===== config.mk =====
export PLATFORM = sky130hd
export DESIGN_NAME = gbfs_seq
export DESIGN_NICKNAME = d
export VERILOG_FILES = /design/src/rtl/gbfs_pkg.sv /design/src/rtl/gbfs_ram.sv /design/src/rtl/gbfs_seq.sv
export SDC_FILE = /design/constraint.sdc
export NUM_CORES = 1
export LEC_CHECK = 0
export BUFFER_PORTS_ARGS = -buffer_cell sky130_fd_sc_hd__buf_2
export CELL_PAD_IN_SITES_DETAIL_PLACEMENT = 1
export CELL_PAD_IN_SITES_GLOBAL_PLACEMENT = 1
export CORE_ASPECT_RATIO = 1.4
export CORE_MARGIN = 5
export CORE_UTILIZATION = 45
export DETAILED_ROUTE_END_ITERATION = 10
export PLACE_DENSITY_LB_ADDON = 0.1
export SLEW_MARGIN = 20
export SYNTH_ARGS = -nofsm -noshare
export SYNTH_HDL_FRONTEND = slang
export SYNTH_SLANG_ARGS = --single-unit
export TNS_END_PERCENT = 50

===== constraint.sdc =====
create_clock -name clk -period 3.74 [get_ports clk]
set_clock_uncertainty 0.1 [all_clocks]
set_input_delay 0.748 -clock clk [delete_from_list [all_inputs] [get_ports clk]]
set_output_delay 0.748 -clock clk [all_outputs]
set_load 0.02 [all_outputs]

===== src/rtl/gbfs_pkg.sv =====
// ----------------------------------------------------------------------------
// gbfs_pkg
// Shared constants, codes and types of the breadth-first traversal block.
// ----------------------------------------------------------------------------
package gbfs_pkg;

  // graph size limits
  localparam int MAX_VERTICES = 64;
  localparam int MAX_EDGES    = 256;
  localparam int STORE_DEPTH  = 2 * MAX_EDGES;

  // derived widths
  localparam int VTX_W = $clog2(MAX_VERTICES);     // vertex index
  localparam int QP_W  = $clog2(MAX_VERTICES + 1); // queue pointer, scan counter, count
  localparam int ENT_W = $clog2(STORE_DEPTH);      // list entry address
  localparam int CNT_W = $clog2(STORE_DEPTH + 1);  // entries in use

  // request and result field widths
  localparam int OP_W  = 2;
  localparam int END_W = 6;
  localparam int CFG_W = 7;

  // configuration port
  localparam int DATA_W = 32;
  localparam int ADDR_W = 3;
  localparam logic REG_VERTEX_COUNT = 1'b0;   // word index of vertex_count
  localparam logic [CFG_W-1:0] VERTEX_COUNT_RESET = CFG_W'(64);

  // operation codes
  localparam logic [OP_W-1:0] OP_ADD      = 2'd0;
  localparam logic [OP_W-1:0] OP_TRAVERSE = 2'd1;
  localparam logic [OP_W-1:0] OP_CLEAR    = 2'd2;

  // sequencer states
  typedef enum logic [4:0] {
    S_IDLE,
    S_CHK_A,
    S_CHK_B,
    S_REJECT,
    S_CLEAR,
    S_ARD_A,
    S_AWR_A,
    S_ARD_B,
    S_AWR_B,
    S_T_INIT,
    S_SCAN,
    S_DEQ,
    S_LOADQ,
    S_PUSH,
    S_FETCH,
    S_NBR,
    S_FINISH
  } state_t;

  // commands from the sequencer to the adjacency store
  typedef struct packed {
    logic             clr;        // empty every list
    logic             lst_re;     // read head, tail and nonempty of one vertex
    logic [VTX_W-1:0] lst_vtx;
    logic             app_we;     // append one entry, uses the last list read
    logic [VTX_W-1:0] app_owner;
    logic [VTX_W-1:0] app_nb;
    logic             ent_re;     // read one list entry
    logic [ENT_W-1:0] ent_addr;
  } adj_cmd_t;

  // answers of the adjacency store
  typedef struct packed {
    logic             nonempty;
    logic [ENT_W-1:0] head;
    logic [ENT_W-1:0] tail;
    logic [VTX_W-1:0] nb;
    logic [ENT_W-1:0] link;
    logic             full;
  } adj_rsp_t;

endpackage


===== src/rtl/gbfs_ram.sv =====
// ----------------------------------------------------------------------------
// gbfs_ram
// Simple dual-port RAM: one write port, one read port with registered data.
// ----------------------------------------------------------------------------
module gbfs_ram #(
  parameter int DEPTH = 64,
  parameter int WIDTH = 8,
  localparam int AW = $clog2(DEPTH)
) (
  input  logic             clk,
  input  logic             we,
  input  logic [AW-1:0]    waddr,
  input  logic [WIDTH-1:0] wdata,
  input  logic             re,
  input  logic [AW-1:0]    raddr,
  output logic [WIDTH-1:0] rdata
);

  logic [WIDTH-1:0] mem [DEPTH];

  // write port
  always_ff @(posedge clk) begin
    if (we) begin
      mem[waddr] <= wdata;
    end
  end

  // registered read port
  always_ff @(posedge clk) begin
    if (re) begin
      rdata <= mem[raddr];
    end
  end

endmodule


===== src/rtl/gbfs_seq.sv =====
// ----------------------------------------------------------------------------
// gbfs_seq
// Sequencer: edge checks and appends, list clears, breadth-first walk, result register.
// ----------------------------------------------------------------------------
module gbfs_seq (
  input  logic                        clk,
  input  logic                        rst,
  input  logic                        in_valid,
  output logic                        in_ready,
  input  logic [gbfs_pkg::OP_W-1:0]   operation,
  input  logic [gbfs_pkg::END_W-1:0]  end_a,
  input  logic [gbfs_pkg::END_W-1:0]  end_b,
  input  logic [gbfs_pkg::QP_W-1:0]   cnt,
  output gbfs_pkg::adj_cmd_t          adj_cmd,
  input  gbfs_pkg::adj_rsp_t          adj_rsp,
  output logic                        out_valid,
  input  logic                        out_ready,
  output logic [gbfs_pkg::END_W-1:0]  vertex,
  output logic                        last,
  output logic                        rejected
);

  gbfs_pkg::state_t state, state_next;

  logic [gbfs_pkg::VTX_W-1:0]        a_q, b_q;
  logic [gbfs_pkg::QP_W-1:0]         s, qh, qt;
  logic [gbfs_pkg::VTX_W-1:0]        cur, held_vtx;
  logic                              held_valid;
  logic [gbfs_pkg::ENT_W-1:0]        e, tail_r;
  logic [gbfs_pkg::MAX_VERTICES-1:0] visited;

  logic [gbfs_pkg::QP_W-1:0]  cmp_opnd;
  logic                       cmp_lt;
  logic                       slot_free;
  logic                       q_empty;
  logic                       mark_s, mark_nb, enq;
  logic                       q_re;
  logic [gbfs_pkg::VTX_W-1:0] q_wdata, q_rdata;
  logic                       push, push_last, push_rej;
  logic [gbfs_pkg::VTX_W-1:0] push_vtx;
  logic                       take_cur;

  // shared range comparator against the vertex count
  assign cmp_lt    = cmp_opnd < cnt;
  assign slot_free = !out_valid || out_ready;
  assign q_empty   = qh == qt;

  // visit queue
  gbfs_ram #(.DEPTH(gbfs_pkg::MAX_VERTICES), .WIDTH(gbfs_pkg::VTX_W)) u_queue (
    .clk   (clk),
    .we    (enq),
    .waddr (qt[gbfs_pkg::VTX_W-1:0]),
    .wdata (q_wdata),
    .re    (q_re),
    .raddr (qh[gbfs_pkg::VTX_W-1:0]),
    .rdata (q_rdata)
  );

  // next state
  always_comb begin
    state_next = state;
    case (state)
      gbfs_pkg::S_IDLE: begin
        if (in_valid) begin
          case (operation)
            gbfs_pkg::OP_ADD:      state_next = gbfs_pkg::S_CHK_A;
            gbfs_pkg::OP_TRAVERSE: state_next = gbfs_pkg::S_T_INIT;
            gbfs_pkg::OP_CLEAR:    state_next = gbfs_pkg::S_CLEAR;
            default:               state_next = gbfs_pkg::S_IDLE;
          endcase
        end
      end
      gbfs_pkg::S_CHK_A: begin
        state_next = (!cmp_lt || adj_rsp.full) ? gbfs_pkg::S_REJECT : gbfs_pkg::S_CHK_B;
      end
      gbfs_pkg::S_CHK_B: begin
        state_next = cmp_lt ? gbfs_pkg::S_ARD_A : gbfs_pkg::S_REJECT;
      end
      gbfs_pkg::S_REJECT: begin
        if (slot_free) begin
          state_next = gbfs_pkg::S_IDLE;
        end
      end
      gbfs_pkg::S_CLEAR:  state_next = gbfs_pkg::S_IDLE;
      gbfs_pkg::S_ARD_A:  state_next = gbfs_pkg::S_AWR_A;
      gbfs_pkg::S_AWR_A:  state_next = gbfs_pkg::S_ARD_B;
      gbfs_pkg::S_ARD_B:  state_next = gbfs_pkg::S_AWR_B;
      gbfs_pkg::S_AWR_B:  state_next = gbfs_pkg::S_IDLE;
      gbfs_pkg::S_T_INIT: state_next = gbfs_pkg::S_SCAN;
      gbfs_pkg::S_SCAN: begin
        if (!cmp_lt) begin
          state_next = gbfs_pkg::S_FINISH;
        end else if (!visited[s[gbfs_pkg::VTX_W-1:0]]) begin
          state_next = gbfs_pkg::S_DEQ;
        end
      end
      gbfs_pkg::S_DEQ: begin
        state_next = q_empty ? gbfs_pkg::S_SCAN : gbfs_pkg::S_LOADQ;
      end
      gbfs_pkg::S_LOADQ:  state_next = gbfs_pkg::S_PUSH;
      gbfs_pkg::S_PUSH: begin
        if (take_cur) begin
          state_next = adj_rsp.nonempty ? gbfs_pkg::S_FETCH : gbfs_pkg::S_DEQ;
        end
      end
      gbfs_pkg::S_FETCH:  state_next = gbfs_pkg::S_NBR;
      gbfs_pkg::S_NBR: begin
        state_next = (e == tail_r) ? gbfs_pkg::S_DEQ : gbfs_pkg::S_FETCH;
      end
      gbfs_pkg::S_FINISH: begin
        if (!held_valid || slot_free) begin
          state_next = gbfs_pkg::S_IDLE;
        end
      end
      default: state_next = gbfs_pkg::S_IDLE;
    endcase
  end

  // control outputs
  always_comb begin
    in_ready  = 1'b0;
    cmp_opnd  = '0;
    mark_s    = 1'b0;
    mark_nb   = 1'b0;
    q_re      = 1'b0;
    q_wdata   = adj_rsp.nb;
    push      = 1'b0;
    push_last = 1'b0;
    push_rej  = 1'b0;
    push_vtx  = held_vtx;
    take_cur  = 1'b0;
    adj_cmd   = '0;
    case (state)
      gbfs_pkg::S_IDLE:  in_ready = 1'b1;
      gbfs_pkg::S_CHK_A: cmp_opnd = gbfs_pkg::QP_W'(a_q);
      gbfs_pkg::S_CHK_B: cmp_opnd = gbfs_pkg::QP_W'(b_q);
      gbfs_pkg::S_REJECT: begin
        push     = slot_free;
        push_rej = 1'b1;
        push_vtx = '0;
      end
      gbfs_pkg::S_CLEAR: adj_cmd.clr = 1'b1;
      gbfs_pkg::S_ARD_A: begin
        adj_cmd.lst_re  = 1'b1;
        adj_cmd.lst_vtx = a_q;
      end
      gbfs_pkg::S_AWR_A: begin
        adj_cmd.app_we    = 1'b1;
        adj_cmd.app_owner = a_q;
        adj_cmd.app_nb    = b_q;
      end
      gbfs_pkg::S_ARD_B: begin
        adj_cmd.lst_re  = 1'b1;
        adj_cmd.lst_vtx = b_q;
      end
      gbfs_pkg::S_AWR_B: begin
        adj_cmd.app_we    = 1'b1;
        adj_cmd.app_owner = b_q;
        adj_cmd.app_nb    = a_q;
      end
      gbfs_pkg::S_SCAN: begin
        cmp_opnd = s;
        mark_s   = cmp_lt && !visited[s[gbfs_pkg::VTX_W-1:0]];
        q_wdata  = s[gbfs_pkg::VTX_W-1:0];
      end
      gbfs_pkg::S_DEQ:   q_re = !q_empty;
      gbfs_pkg::S_LOADQ: begin
        adj_cmd.lst_re  = 1'b1;
        adj_cmd.lst_vtx = q_rdata;
      end
      gbfs_pkg::S_PUSH: begin
        take_cur = !held_valid || slot_free;
        push     = held_valid && slot_free;
      end
      gbfs_pkg::S_FETCH: begin
        adj_cmd.ent_re   = 1'b1;
        adj_cmd.ent_addr = e;
      end
      gbfs_pkg::S_NBR: begin
        cmp_opnd = gbfs_pkg::QP_W'(adj_rsp.nb);
        mark_nb  = cmp_lt && !visited[adj_rsp.nb];
      end
      gbfs_pkg::S_FINISH: begin
        push      = held_valid && slot_free;
        push_last = 1'b1;
      end
      default: in_ready = 1'b0;
    endcase
  end

  assign enq = mark_s || mark_nb;

  // state, queue pointers and held result
  always_ff @(posedge clk) begin
    if (rst) begin
      state      <= gbfs_pkg::S_IDLE;
      qh         <= '0;
      qt         <= '0;
      held_valid <= 1'b0;
      visited    <= '0;
    end else begin
      state <= state_next;
      if (state == gbfs_pkg::S_T_INIT) begin
        qh         <= '0;
        qt         <= '0;
        held_valid <= 1'b0;
        visited    <= '0;
      end
      if (enq) begin
        qt               <= qt + gbfs_pkg::QP_W'(1);
        visited[q_wdata] <= 1'b1;
      end
      if (q_re) begin
        qh <= qh + gbfs_pkg::QP_W'(1);
      end
      if (take_cur) begin
        held_valid <= 1'b1;
      end
      if (state == gbfs_pkg::S_FINISH && state_next == gbfs_pkg::S_IDLE) begin
        held_valid <= 1'b0;
      end
    end
  end

  // working registers
  always_ff @(posedge clk) begin
    if (in_valid && in_ready) begin
      a_q <= gbfs_pkg::VTX_W'(end_a);
      b_q <= gbfs_pkg::VTX_W'(end_b);
    end
    if (state == gbfs_pkg::S_T_INIT) begin
      s <= '0;
    end else if (state == gbfs_pkg::S_SCAN && cmp_lt) begin
      s <= s + gbfs_pkg::QP_W'(1);
    end
    if (state == gbfs_pkg::S_LOADQ) begin
      cur <= q_rdata;
    end
    if (take_cur) begin
      held_vtx <= cur;
      e        <= adj_rsp.head;
      tail_r   <= adj_rsp.tail;
    end else if (state == gbfs_pkg::S_NBR) begin
      e <= adj_rsp.link;
    end
  end

  // result register
  always_ff @(posedge clk) begin
    if (rst) begin
      out_valid <= 1'b0;
    end else if (push) begin
      out_valid <= 1'b1;
    end else if (out_ready) begin
      out_valid <= 1'b0;
    end
  end

  always_ff @(posedge clk) begin
    if (push) begin
      vertex   <= gbfs_pkg::END_W'(push_vtx);
      last     <= push_last;
      rejected <= push_rej;
    end
  end

endmodule


-- Word level (Yosys, flattened, before mapping)
Memory sizes are Yosys's and may differ from the RTL's. A register that Yosys moved wholly into a read port is not among the register bits.
Cells that the tools add are included.
- add/sub/neg operators: 3
- order comparisons: 5
- equality and inequality tests: 20
- muxes and demuxes: 47
- bitwise logic cells: 1
- reduce and logical (&&, ||, !) cells: 27
- operators with widths (kind ; count):
    2-to-1 mux 64 bit ; 3
    case mux 5 bit (15 select lines) ; 1
    OR 64 bit ; 1
    == test 5 x 4 -> 1 bit (second input constant) ; 8
    2-to-1 mux 5 bit ; 6
    case mux 7 bit (4 select lines) ; 1
    case mux 13 bit (2 select lines) ; 1
    adder 7 x 1 -> 7 bit (second input constant) ; 3
    less-than comparator 6 x 7 -> 1 bit (second input constant) ; 3
    2-to-1 mux 7 bit ; 3
    case mux 7 bit (3 select lines) ; 1
    == test 5 x 3 -> 1 bit (second input constant) ; 4
    2-to-1 mux 1 bit ; 18
    2-to-1 mux 9 bit ; 2
    binary-select mux 1 bit (select 6 bit) ; 2
    2-to-1 mux 3 bit ; 4
    case mux 4 bit (3 select lines) ; 1
    == test 5 x 2 -> 1 bit (second input constant) ; 2
    zero test 5 bit ; 2
    2-to-1 mux 10 bit ; 1
    nonzero test 2 bit ; 5
    == test 9 bit ; 1
    == test 7 bit ; 1
    logical AND 1 bit ; 7
    13 further kinds ; 22
- flip-flop bits (word level): 142
- bits in writable memories: 384
- bits of input ports: 60
- output and inout port bits: 41
- word-level logic and storage cells: 120
- memories kept: 1
- memory list (memory ; words ; width ; read ports ; clocked after memory_dff ; write ports ; RTL line ; text):
    u_queue.mem ; 64 ; 6 ; 1 ; 1 ; 1 ; gbfs_ram.sv:19 ; logic [WIDTH-1:0] mem [DEPTH];

-- Logic depth before layout (Yosys ltp)
Gate-level depths: netlist of the first run.
- depth after elaboration: 10
- gate-level depth with buffers: 17
- gate-level depth less buffers: 14

-- By module
From an unflattened synthesis of the first run, not the netlist that was laid out.
- cell total of the unflattened synthesis: 1512
- area total of the unflattened synthesis: 22943.3 um^2
- modules (own cells, without submodules) (module ; instances ; cells each ; area an instance (um^2) ; sequential area each (um^2)):
    gbfs_ram ; 1 ; 720 ; 15285.9 ; 11711.2
    gbfs_seq ; 1 ; 792 ; 7657.3 ; 3343.2

-- Worst setup path before layout of the first run
OpenSTA, ideal clock, no wires.
- kind: register -> register
- start: reg state[4]
- end: mem u_queue.mem[10][0] (netlist bit) (enable)
- library setup time: 350 ps
- arrival: 3682 ps
- required time: 3290 ps
- slack: -392 ps
- cell stages (with the launch flop): 16
- buffers on the path: 2
- clock period less this slack: 4132 ps
- cell sequence: dfxtp_1 > or3b_1 > clkbuf_1 > nor3_1 > nand2_1 > nand3_1 > ha_1 > a21o_1 > a21o_1 > a221o_1 > nor2_1 > nand4_2 > nand2_4 > buf_8 > nand3_2 > nor2_1
- cells in the longest elaborated chain, start to end: 8
- elaborated cells between the ends (all ways): 13
- classes of those cells: 1 x order compare; 4 x eq/ne; 5 x mux; 3 x reduce/logical
- RTL lines (what ; RTL line ; text):
    start: declaration ; gbfs_seq.sv:23 ; gbfs_pkg::state_t state, state_next;
    start signal: assignment ; gbfs_seq.sv:196 ; state <= gbfs_pkg::S_IDLE;
    start signal: assignment ; gbfs_seq.sv:202 ; state <= state_next;
    == test 5 x 4 -> 1 bit, or another cell as far along ; gbfs_seq.sv:133 ; case (state)
    case mux 7 bit (4 select lines) ; gbfs_seq.sv:133 ;
    less-than comparator 7 bit ; gbfs_seq.sv:44 ; assign cmp_lt = cmp_opnd < cnt;
    logical AND 1 bit (on tied branches) ; gbfs_seq.sv:163, gbfs_seq.sv:181 ;
    2-to-1 mux 1 bit ; gbfs_seq.sv:133 ;
    logical OR 1 bit (*) ; gbfs_seq.sv:191 ; assign enq = mark_s || mark_nb;
    2-to-1 mux 1 bit (*) ; gbfs_ram.sv:23 ; if (we) begin
    2-to-1 mux 1 bit (not written as such) (*) ; gbfs_ram.sv:24 ; mem[waddr] <= wdata;
    end: declaration ; gbfs_ram.sv:19 ;
Every way passes the cells marked *; elsewhere a longest branch is shown, timed or not.

-- Final worst setup path of the first run
- start: reg state[4]
- end: mem u_queue.mem[40][0] (netlist bit) (enable)
Same word-level chain as after synthesis.

==> flow_metrics.py, run 1 <==
metrics = {
    "worst_setup_path": {
        "r2r_end": "u_queue.mem[40][0]$_DFFE_PP_",
        "crit_chain": "or3b_4 -> nor3_4 -> nand2_1 -> nand3_1 -> ha_1 -> a21o_1 -> a21o_1 -> a221o_1 -> nor2_4 -> nand4_4 -> a2111oi_4 -> buf_12 -> and4b_2",
        "worst_ep_arrival_time_ps": 3960,
        "rr_worst_depth": 13,
        "path_max_fanout": 8,
        "critPathKind": "register to register",
        "rrSetupSlack_ps": -30,
        "r2r_start": "state[4]$_SDFF_PP0_",
        "critPathCaptureType": "register",
        "crit_path_frequent_cell": "a21o_1",
        "start_kind": "register",
        "slowest_stage": "or3b_4",
        "cp_slowest_stage_delay_ps": 430,
        "cp.required_ps": 3930,
    },
    "power_and_ir_drop": {
        "switching_share_pct": 22.5,
        "clockPowerShare_pct": 43.2,
        "comb_power_share_pct": 6.7,
        "internal_power_uw": 10100,
        "p_seq_share_pct": 50.1,
        "power.density_mw_per_mm2": 474,
        "p_leak_uw": 0.00920,
        "vdd_drop_max_v": 0.000308,
        "p_switching_uw": 2930,
    },
    "placed_design": {
        "io_buffer_count": 100,
        "dp_cells": 2212,
        "finalWeightedCongestion": 0.822,
        "place.detailed.hpwl_um": 40900,
    },
    "sta": {
        "tightest_slew_ps": 963,
        "fmax_ghz": 0.265,
        "slew_violations": 0,
        "fin_ws_ps": -30.1,
        "rsz0062_at_grt": "true",
        "hold_viol": 0,
        "min_period_ps": 3770,
        "relSlewSlack_pct": 35.2,
        "setup_viol": 10,
        "timing.final.crit_share_pct": 101,
    },
    "clock_tree": {
        "cts_sinks": 532,
        "clock_latency_ps": 610,
        "h-tree-depth": 2,
        "clkTransAtPathRegs_ps": 70,
        "clockBufferDepth": 3,
        "cts-buffers-inserted": 52,
        "cts_root_buf": "clkbuf_16",
        "cts_tree": "yes",
    },
    "outcome": {
        "violations": "setup timing",
        "outcome": "complete, but fails checks",
    },
    "synthesis": {
        "synth_common_cells": "440 x edfxtp_1, 150 x mux4_2, 131 x nor2_1",
        "synth.top_cells.by_area": "edfxtp_1 58%, mux4_2 15%, dfxtp_1 8.0%",
        "synth_top_family_by_area": "multiplexers",
        "ys_seq_area_share_pct": 65.7,
        "synth_edf_count": 440,
        "synth_compound_area_share_pct": 4.95,
        "syn_inst": 1434,
        "synthFlopType": "edfxtp_1",
        "synthDistinctLibCells": 75,
        "synth_xor_xnor_area_share_pct": 0.803,
        "synth_top_area_share_pct": 57.7,
        "synthMuxAreaShare_pct": 16.4,
        "synth.avg_cell_area_um2": 16.0,
        "yosys.area_share.simple_pct": 9.43,
        "synth-seq-cells": 532,
        "yosys.area.top_type": "edfxtp_1",
        "syn_nets": 1503,
        "synth_area_mm2": 0.0229,
        "synth.most_common_cell": "edfxtp_1",
        "async_flop_share_pct": 0,
        "synthAdderAreaFrac_pct": 0.492,
        "yosysWarnings": 0,
    },
    "route": {
        "drc": 0,
        "via_per_inst": 5.85,
        "ant_nets": 0,
        "dr.pass1.iters": 4,
        "drt_iter0_drc": 902,
        "vias": 13600,
        "wl_um": 61700,
        "avgRoutedWirePerCell_um": 26.6,
    },
    "worst_hold_path": {
        "hold_end": "b_q[5]$_DFFE_PP_",
        "worstHoldStart": "end_b[5]",
        "min_path_cells": 1,
        "hp-class": "input pin to register",
    },
    "die": {
        "start_util_pct": 45.6,
        "std_cell_rows": 97,
        "io_pins": 101,
        "die_h_um": 277,
        "coreArea_mm2": 0.0502,
        "fp.dieW_um": 201,
        "die_area_mm2": 0.0556,
    },
    "finish": {
        "n_antenna_cell": 0,
        "drive_gt1_share_pct": 35.1,
        "fin_util_pct": 54.7,
        "area_growth_pct": 19.9,
        "nets": 1701,
        "final_cells": 2317,
    },
    "global_route": {
        "grt_overflow": 0,
        "grt_usage_pct": 22.1,
        "grt_pass1_vias": 14500,
        "antenna_found_initial": 1,
        "grt_max_degree": 74,
        "grt_pass1_wl_um": 95000,
    },
    "flow_run": {
        "maxCapViolCount": 0,
    },
}
[placed cells by master, fill, tap and decap left out, types with 11 or more instances in the layout]
master / n
xnor2_1: 13
o21ai_0: 14
mux4_2: 150
dfxtp_1: 86
nor2_4: 36
a22o_1: 12
mux2i_1: 22
a21oi_1: 40
inv_1: 15
a22oi_1: 17
a32oi_1: 40
buf_12: 22
buf_2: 100
clkbuf_16: 53
and2_1: 26
nor3_1: 11
buf_4: 87
nand2_1: 108
nand3_1: 16
nor2_1: 91
buf_6: 27
edfxtp_1: 440
nand4_1: 33
[critical path, delay by kind of cell, from the launching register on]
| kind | cells | cell delay (ps) |
|---|---|---|
| DFF | 1 | 330 |
| and+or+nand+nor | 7 | 1470 |
| AOI/OAI and AO/OA | 4 | 1120 |
| adders and majority gates | 1 | 250 |
| buffers and inverters | 1 | 200 |
[timing repair]
item / 4_1_cts / 5_1_grt
resized for setup: 21 / 67
hold buffers: 0 / 0
setup endpoints to repair: 379 / 388
pin swaps: 10 / 18
setup buffers: 6 / 3
[layout make-up]
class	instances	area [um^2]
clock buffer	63	1400
clock inverter	33	435
fill	4719	22800
inverter	21	78.8
multi-input combinational	787	7750
sequential	532	15100
tap	643	805
timing repair buffer	238	1930
[per-stage QoR]
stage                     TNS [ps]  setup WS (ps)  hold slack [ps]  instance area [um^2]  total power, uW
after global placement      -29210           -195              307                 25300             7490
after CTS                        0           2.14              191                 27200            13200
final                         -187          -30.1              226                 27500            13000
after detailed placement    -49500           -271              307                 25300             7500
after floorplan                  0           4.95              300                 23100             7110
after global routing        -19000           -139              212                 27500            13500
[per-layer routing]
layer  track usage (%)  share of wire, %
met2              39.5                53
met5                 0                 0
met3              3.06               3.7
met1              28.5                41
met4              6.15               2.8
[kinds of logic after synthesis]
| kind of cell | after synthesis |
|---|---|
| flip-flops | 532 |
| AND/OR/NAND/NOR | 419 |
| multiplexers | 181 |
| AO/OA/AOI/OAI | 157 |
| buffers and inverters | 115 |
| XOR/XNOR | 21 |
| adder cells (fa/ha/maj) | 9 |
[power by group through the flow]
| stage | clock [uW] | sequential, uW | combinational [uW] |
|---|---|---|---|
| after floorplan | 0 | 6630 | 481 |
| after global placement | 0 | 6650 | 837 |
| after global routing | 6020 | 6530 | 936 |
| after CTS | 5770 | 6520 | 871 |
| after detailed placement | 0 | 6650 | 852 |
| final | 5630 | 6520 | 873 |
[worst max-delay path by stage]
stage | from | end | slack (ps)
floorplan | state[0]$_SDFF_PP0_ | u_queue.mem[14][0]$_DFFE_PP_ | 5
global placement | adj_rsp[14] | u_queue.mem[40][4]$_DFFE_PP_ | -200
detailed placement | state[1]$_SDFF_PP0_ | u_queue.mem[40][0]$_DFFE_PP_ | -270
CTS | state[4]$_SDFF_PP0_ | u_queue.mem[40][4]$_DFFE_PP_ | 2
global route | state[4]$_SDFF_PP0_ | u_queue.mem[40][5]$_DFFE_PP_ | -140
finish | state[4]$_SDFF_PP0_ | u_queue.mem[40][0]$_DFFE_PP_ | -30
[registers in the layout (all words and copies together), names as in the netlist]
register,flops
a_q,6
last,1
s,7
held_vtx,6
held_valid,1
u_queue.rdata,6
out_valid,1
qt,7
cur,6
state,5
qh,7
tail_r,9
vertex,6
u_queue.mem,384
visited,64
rejected,1
e,9
b_q,6
No activity file was read; power rests on OpenSTA's default activity.
==> run 2: changes to the inputs <==
==> constraint.sdc (replaced) <==
create_clock -name clk -period 3.2 [get_ports clk]
set_clock_uncertainty 0.1 [all_clocks]
set_input_delay 0.64 -clock clk [delete_from_list [all_inputs] [get_ports clk]]
set_output_delay 0.64 -clock clk [all_outputs]
set_load 0.02 [all_outputs]
==> flow_metrics.py, run 2 (synthesis gave the netlist of run 1 again) <==
metrics = {
    "global_route": {
        "grt_max_degree": 67,
        "antenna_found_initial": 0,
        "grt_pass1_wl_um": 99200,
        "grt_overflow": 0,
        "grt_pass1_vias": 15300,
        "grt_usage_pct": 23.3,
    },
    "die": {
        "die_area_mm2": 0.0556,
        "die_h_um": 277,
        "io_pins": 101,
        "start_util_pct": 45.6,
        "std_cell_rows": 97,
        "fp.dieW_um": 201,
        "coreArea_mm2": 0.0502,
    },
    "placed_design": {
        "place.detailed.hpwl_um": 42900,
        "dp_cells": 2253,
        "io_buffer_count": 100,
        "finalWeightedCongestion": 0.850,
        "place_ws_ps": -743,
    },
    "sta": {
        "fmax_ghz": 0.266,
        "rsz0062_at_grt": "true",
        "fin_ws_ps": -554,
        "hold_slack_ps": 114,
        "tightest_slew_ps": 816,
        "min_period_ps": 3750,
        "relSlewSlack_pct": 45.1,
        "timing.final.crit_share_pct": 117,
        "hold_viol": 0,
        "slew_violations": 0,
        "setup_viol": 457,
    },
    "worst_hold_path": {
        "min_path_cells": 1,
        "hp-class": "input pin to register",
        "hold_end": "tail_r[6]$_DFFE_PP_",
        "worstHoldStart": "adj_rsp[22]",
    },
    "flow_run": {
        "maxCapViolCount": 0,
    },
    "clock_tree": {
        "clockBufferDepth": 3,
        "cts-buffers-inserted": 52,
        "clock_latency_ps": 610,
        "h-tree-depth": 2,
        "cts_sinks": 532,
        "cts_hold_buf": 0,
        "cts_root_buf": "clkbuf_16",
        "cts_tree": "yes",
        "clkTransAtPathRegs_ps": 60,
    },
    "worst_setup_path": {
        "r2r_end": "u_queue.mem[40][0]$_DFFE_PP_",
        "rr_worst_depth": 13,
        "cp.required_ps": 3400,
        "worst_ep_arrival_time_ps": 3960,
        "r2r_start": "state[4]$_SDFF_PP0_",
        "path_max_fanout": 8,
        "critPathCaptureType": "register",
        "start_kind": "register",
        "critPathKind": "register to register",
        "rrSetupSlack_ps": -550,
    },
    "power_and_ir_drop": {
        "p_leak_uw": 0.00952,
        "power.density_mw_per_mm2": 529,
        "vdd_drop_max_v": 0.000457,
        "total_power_uw": 14900,
    },
    "finish": {
        "area_growth_pct": 23.2,
        "final_cells": 2372,
        "mostFrequentLayoutCell": "edfxtp_1",
        "n_antenna_cell": 0,
        "layout_common_cells": "440 x edfxtp_1, 150 x mux4_2, 121 x buf_4, 108 x nand2_1, 100 x buf_2",
        "n_fill_cell": 4664,
        "regMostFlops": "u_queue.mem",
        "nets": 1756,
        "largest_register_ff_count": 384,
        "biggestRegsByFlops": "u_queue.mem: 384 flops, visited: 64 flops",
        "drive_gt1_share_pct": 37.4,
    },
    "outcome": {
        "outcome": "complete, but fails checks",
        "violations": "setup timing",
    },
    "route": {
        "vias": 14000,
        "avgRoutedWirePerCell_um": 27.5,
        "ant_nets": 0,
        "dr.pass1.iters": 5,
        "wl_um": 65200,
        "drt_iter0_drc": 958,
        "via_per_inst": 5.92,
        "drc": 0,
    },
}
## run 2: power breakdown
| group | internal (uW) | leakage (uW) | switching (uW) |
|---|---|---|---|
| Combinational | 435 | 0.00399 | 695 |
| Clock | 3560 | 0.000827 | 2620 |
| Sequential | 7560 | 0.00470 | 54.7 |
## run 2: worst max-delay path by stage
stage,end,depth (start not counted),slack (ps),startpoint
6_report,u_queue.mem[40][0]$_DFFE_PP_,13,-550,state[4]$_SDFF_PP0_
5_1_grt,u_queue.mem[40][0]$_DFFE_PP_,13,-690,state[4]$_SDFF_PP0_
4_1_cts,u_queue.mem[40][0]$_DFFE_PP_,13,-530,state[4]$_SDFF_PP0_
3_5_place_dp,u_queue.mem[56][5]$_DFFE_PP_,13,-740,state[0]$_SDFF_PP0_
3_3_place_gp,u_queue.mem[40][1]$_DFFE_PP_,13,-650,state[1]$_SDFF_PP0_
2_1_floorplan,u_queue.mem[14][0]$_DFFE_PP_,15,-540,state[0]$_SDFF_PP0_
## run 2: cell type report
class,count,area [um^2],area share [%]
multi-input cells,787,7900,28.0
flip-flops and latches,532,15100,53.4
well taps,643,805,2.85
repair buffers,293,2660,9.42
clock inverters,33,318,1.13
clock buffers,63,1390,4.91
inverters,21,78.8,0.279
## run 2: metal layers
metal | GRT usage, % | vias to the layer above | routed length (um)
met4 | 7.35 | 0 | 2230
met1 | 29.6 | 7352 | 25700
met5 | 0 | - | 0
met3 | 3.08 | 110 | 2790
li1 | - | 6205 | -
met2 | 41.7 | 371 | 34500
## run 2: worst max-delay path: stages, from the launching register on
cell and delay, ps:
dfxtp_2 330, or3b_4 440, nor3_4 160, buf_4 160
a22oi_1 90, nand2_1 70, ha_1 210, and4_1 210
a221o_1 400, nor2_4 170, nand4_4 140, a2111oi_4 440
buf_12 200, and4b_2 330
## run 2: repair_timing
item	4_1_cts	5_1_grt
cloned	7	1
setup buffers	6	10
hold endpoints to repair	0	0
pin swaps	28	33
resized for setup	66	60
endpoints found under the setup margin	473	475
## run 2: metrics by stage
stage / TNS [ps] / util, % / area [um^2]
after floorplan: -173970 / - / 23200
after global placement: -245560 / 51.2 / 25700
after detailed placement: -277910 / 51.2 / 25700
after CTS: -152270 / 55.5 / 27900
after global routing: -242780 / 56.2 / 28200
final: -174840 / 56.2 / 28200
==> run 3: changes to the inputs <==
--- a/config.mk
+++ b/config.mk
@@ -8,12 +8,11 @@
 export BUFFER_PORTS_ARGS = -buffer_cell sky130_fd_sc_hd__buf_2
 export CELL_PAD_IN_SITES_DETAIL_PLACEMENT = 1
 export CELL_PAD_IN_SITES_GLOBAL_PLACEMENT = 1
-export CORE_ASPECT_RATIO = 1.4
+export CORE_ASPECT_RATIO = 0.7
 export CORE_MARGIN = 5
 export CORE_UTILIZATION = 45
 export DETAILED_ROUTE_END_ITERATION = 10
 export PLACE_DENSITY_LB_ADDON = 0.1
-export SLEW_MARGIN = 20
 export SYNTH_ARGS = -nofsm -noshare
 export SYNTH_HDL_FRONTEND = slang
 export SYNTH_SLANG_ARGS = --single-unit
==> flow_metrics.py, run 3 (synthesis gave the netlist of run 1 again) <==
metrics = {
    "outcome": {
        "outcome": "complete, but fails checks",
        "violations": "setup timing",
    },
    "route": {
        "dr.pass1.iters": 5,
        "via_per_inst": 5.92,
        "ant_nets": 0,
        "drc": 0,
        "wl_um": 65300,
        "vias": 14400,
        "avgRoutedWirePerCell_um": 26.9,
        "drt_iter0_drc": 1338,
    },
    "worst_setup_path": {
        "worst_ep_arrival_time_ps": 4030,
        "rr_worst_depth": 14,
        "cp.required_ps": 3390,
        "r2r_start": "state[4]$_SDFF_PP0_",
        "path_max_fanout": 9,
        "start_kind": "register",
        "startpoint": "state[4]$_SDFF_PP0_",
        "critPathKind": "register to register",
        "critPathCaptureType": "register",
    },
    "global_route": {
        "grt_max_degree": 83,
        "grt_overflow": 0,
        "grt_usage_pct": 23.3,
        "antenna_found_initial": 0,
        "grt_pass1_vias": 14800,
        "grt_pass1_wl_um": 97300,
    },
    "power_and_ir_drop": {
        "vdd_drop_max_v": 0.000463,
        "p_leak_uw": 0.00963,
        "power.density_mw_per_mm2": 524,
    },
    "die": {
        "fp.dieW_um": 280,
        "die_h_um": 199,
        "coreArea_mm2": 0.0506,
        "start_util_pct": 45.3,
        "std_cell_rows": 69,
        "die_area_mm2": 0.0556,
        "io_pins": 101,
    },
    "placed_design": {
        "io_buffer_count": 100,
        "place_ws_ps": -925,
        "place_area_mm2": 0.0259,
        "dp_cells": 2301,
        "finalWeightedCongestion": 0.861,
        "place.detailed.hpwl_um": 43300,
    },
    "sta": {
        "setup_viol": 460,
        "min_period_ps": 3840,
        "relSlewSlack_pct": 15.2,
        "fmax_ghz": 0.261,
        "slew_violations": 0,
        "hold_viol": 0,
        "fin_ws_ps": -635,
        "tightest_slew_ps": 1260,
        "timing.final.crit_share_pct": 120,
        "hold_slack_ps": 110,
        "tns_ps": -205180,
        "rsz0062_at_grt": "true",
    },
    "clock_tree": {
        "cts_sinks": 532,
        "clkTransAtPathRegs_ps": 60,
        "clockBufferDepth": 3,
        "h-tree-depth": 2,
        "cts-buffers-inserted": 52,
        "cts_root_buf": "clkbuf_16",
        "clock_latency_ps": 610,
        "cts_tree": "yes",
    },
    "finish": {
        "stdcell_area_mm2": 0.0285,
        "drive_gt1_share_pct": 39.3,
        "n_fill_cell": 4742,
        "nets": 1779,
        "regMostFlops": "u_queue.mem",
        "multi_input_area_mm2": 0.00798,
        "mostFrequentLayoutCell": "edfxtp_1",
        "layout_common_cells": "440 x edfxtp_1, 150 x mux4_2, 136 x buf_4, 108 x nand2_1, 100 x buf_2",
        "area_growth_pct": 24.3,
        "register_area_mm2": 0.0151,
        "largest_register_ff_count": 384,
        "biggestRegsByFlops": "u_queue.mem: 384 flops, visited: 64 flops",
        "final_cells": 2428,
    },
    "worst_hold_path": {
        "min_path_cells": 1,
        "hp-class": "input pin to register",
        "worstHoldStart": "adj_rsp[20]",
    },
    "flow_run": {
        "maxCapViolCount": 0,
    },
}
## run 3: cell type report
type                            count  area share, %
Antenna cell                        1        0.00879
Clock buffer                       63           4.71
Clock inverter                     34           1.22
Inverter                           21          0.277
Multi-Input combinational cell    787           28.0
Sequential cell                   532           52.9
Tap cell                          674           2.96
Timing Repair Buffer              316           9.92
## run 3: stage by stage
step / total power [uW] / utilization [%]
3_5_place_dp: 8840 / 51.2
2_1_floorplan: 8310 / -
4_1_cts: 15000 / 55.7
3_3_place_gp: 8820 / 51.2
6_report: 14900 / 56.3
5_1_grt: 15500 / 56.3
## run 3: power by group
part | internal (uW) | total (uW) | leakage [uW] | switching [uW]
logic | 444 | 1150 | 0.00410 | 708
registers | 7560 | 7610 | 0.00470 | 50.7
clock network | 3490 | 6170 | 0.000828 | 2680
total | 11500 | 14900 | 0.00963 | 3440
## run 3: path summary, 6_finish.rpt
kind / endpoint / slack, ps
max: u_queue.mem[40][1]$_DFFE_PP_ / -640
min: tail_r[4]$_DFFE_PP_ / 110
max reg2reg: u_queue.mem[40][1]$_DFFE_PP_ / -640
min reg2reg: held_vtx[5]$_DFFE_PP_ / 330
## run 3: metal layers
metal	GRT usage [%]	vias to the layer above	wire, um
met2	34.7	481	29700
met1	36.3	7573	30300
met3	4.49	70	4360
met4	4.48	0	904
li1	-	6243	-
met5	0	-	0
## run 3: worst max-delay path, stage by stage (launching register included)
cell,delay (ps)
dfxtp_2,340
buf_6,120
or3_4,400
nor2_4,120
a22oi_2,90
nand3_1,90
ha_1,240
a21o_1,160
a21o_1,150
a221o_1,360
nor2_4,200
nand4_4,180
a2111oi_4,450
buf_12,190
and4b_2,330
## run 3: timing repair
action                     CTS  global route
gates resized for setup     78            82
hold buffers                 0             0
cloned                       8             0
setup buffers               20             8
pin swaps                   36            49
setup endpoints to repair  473           484
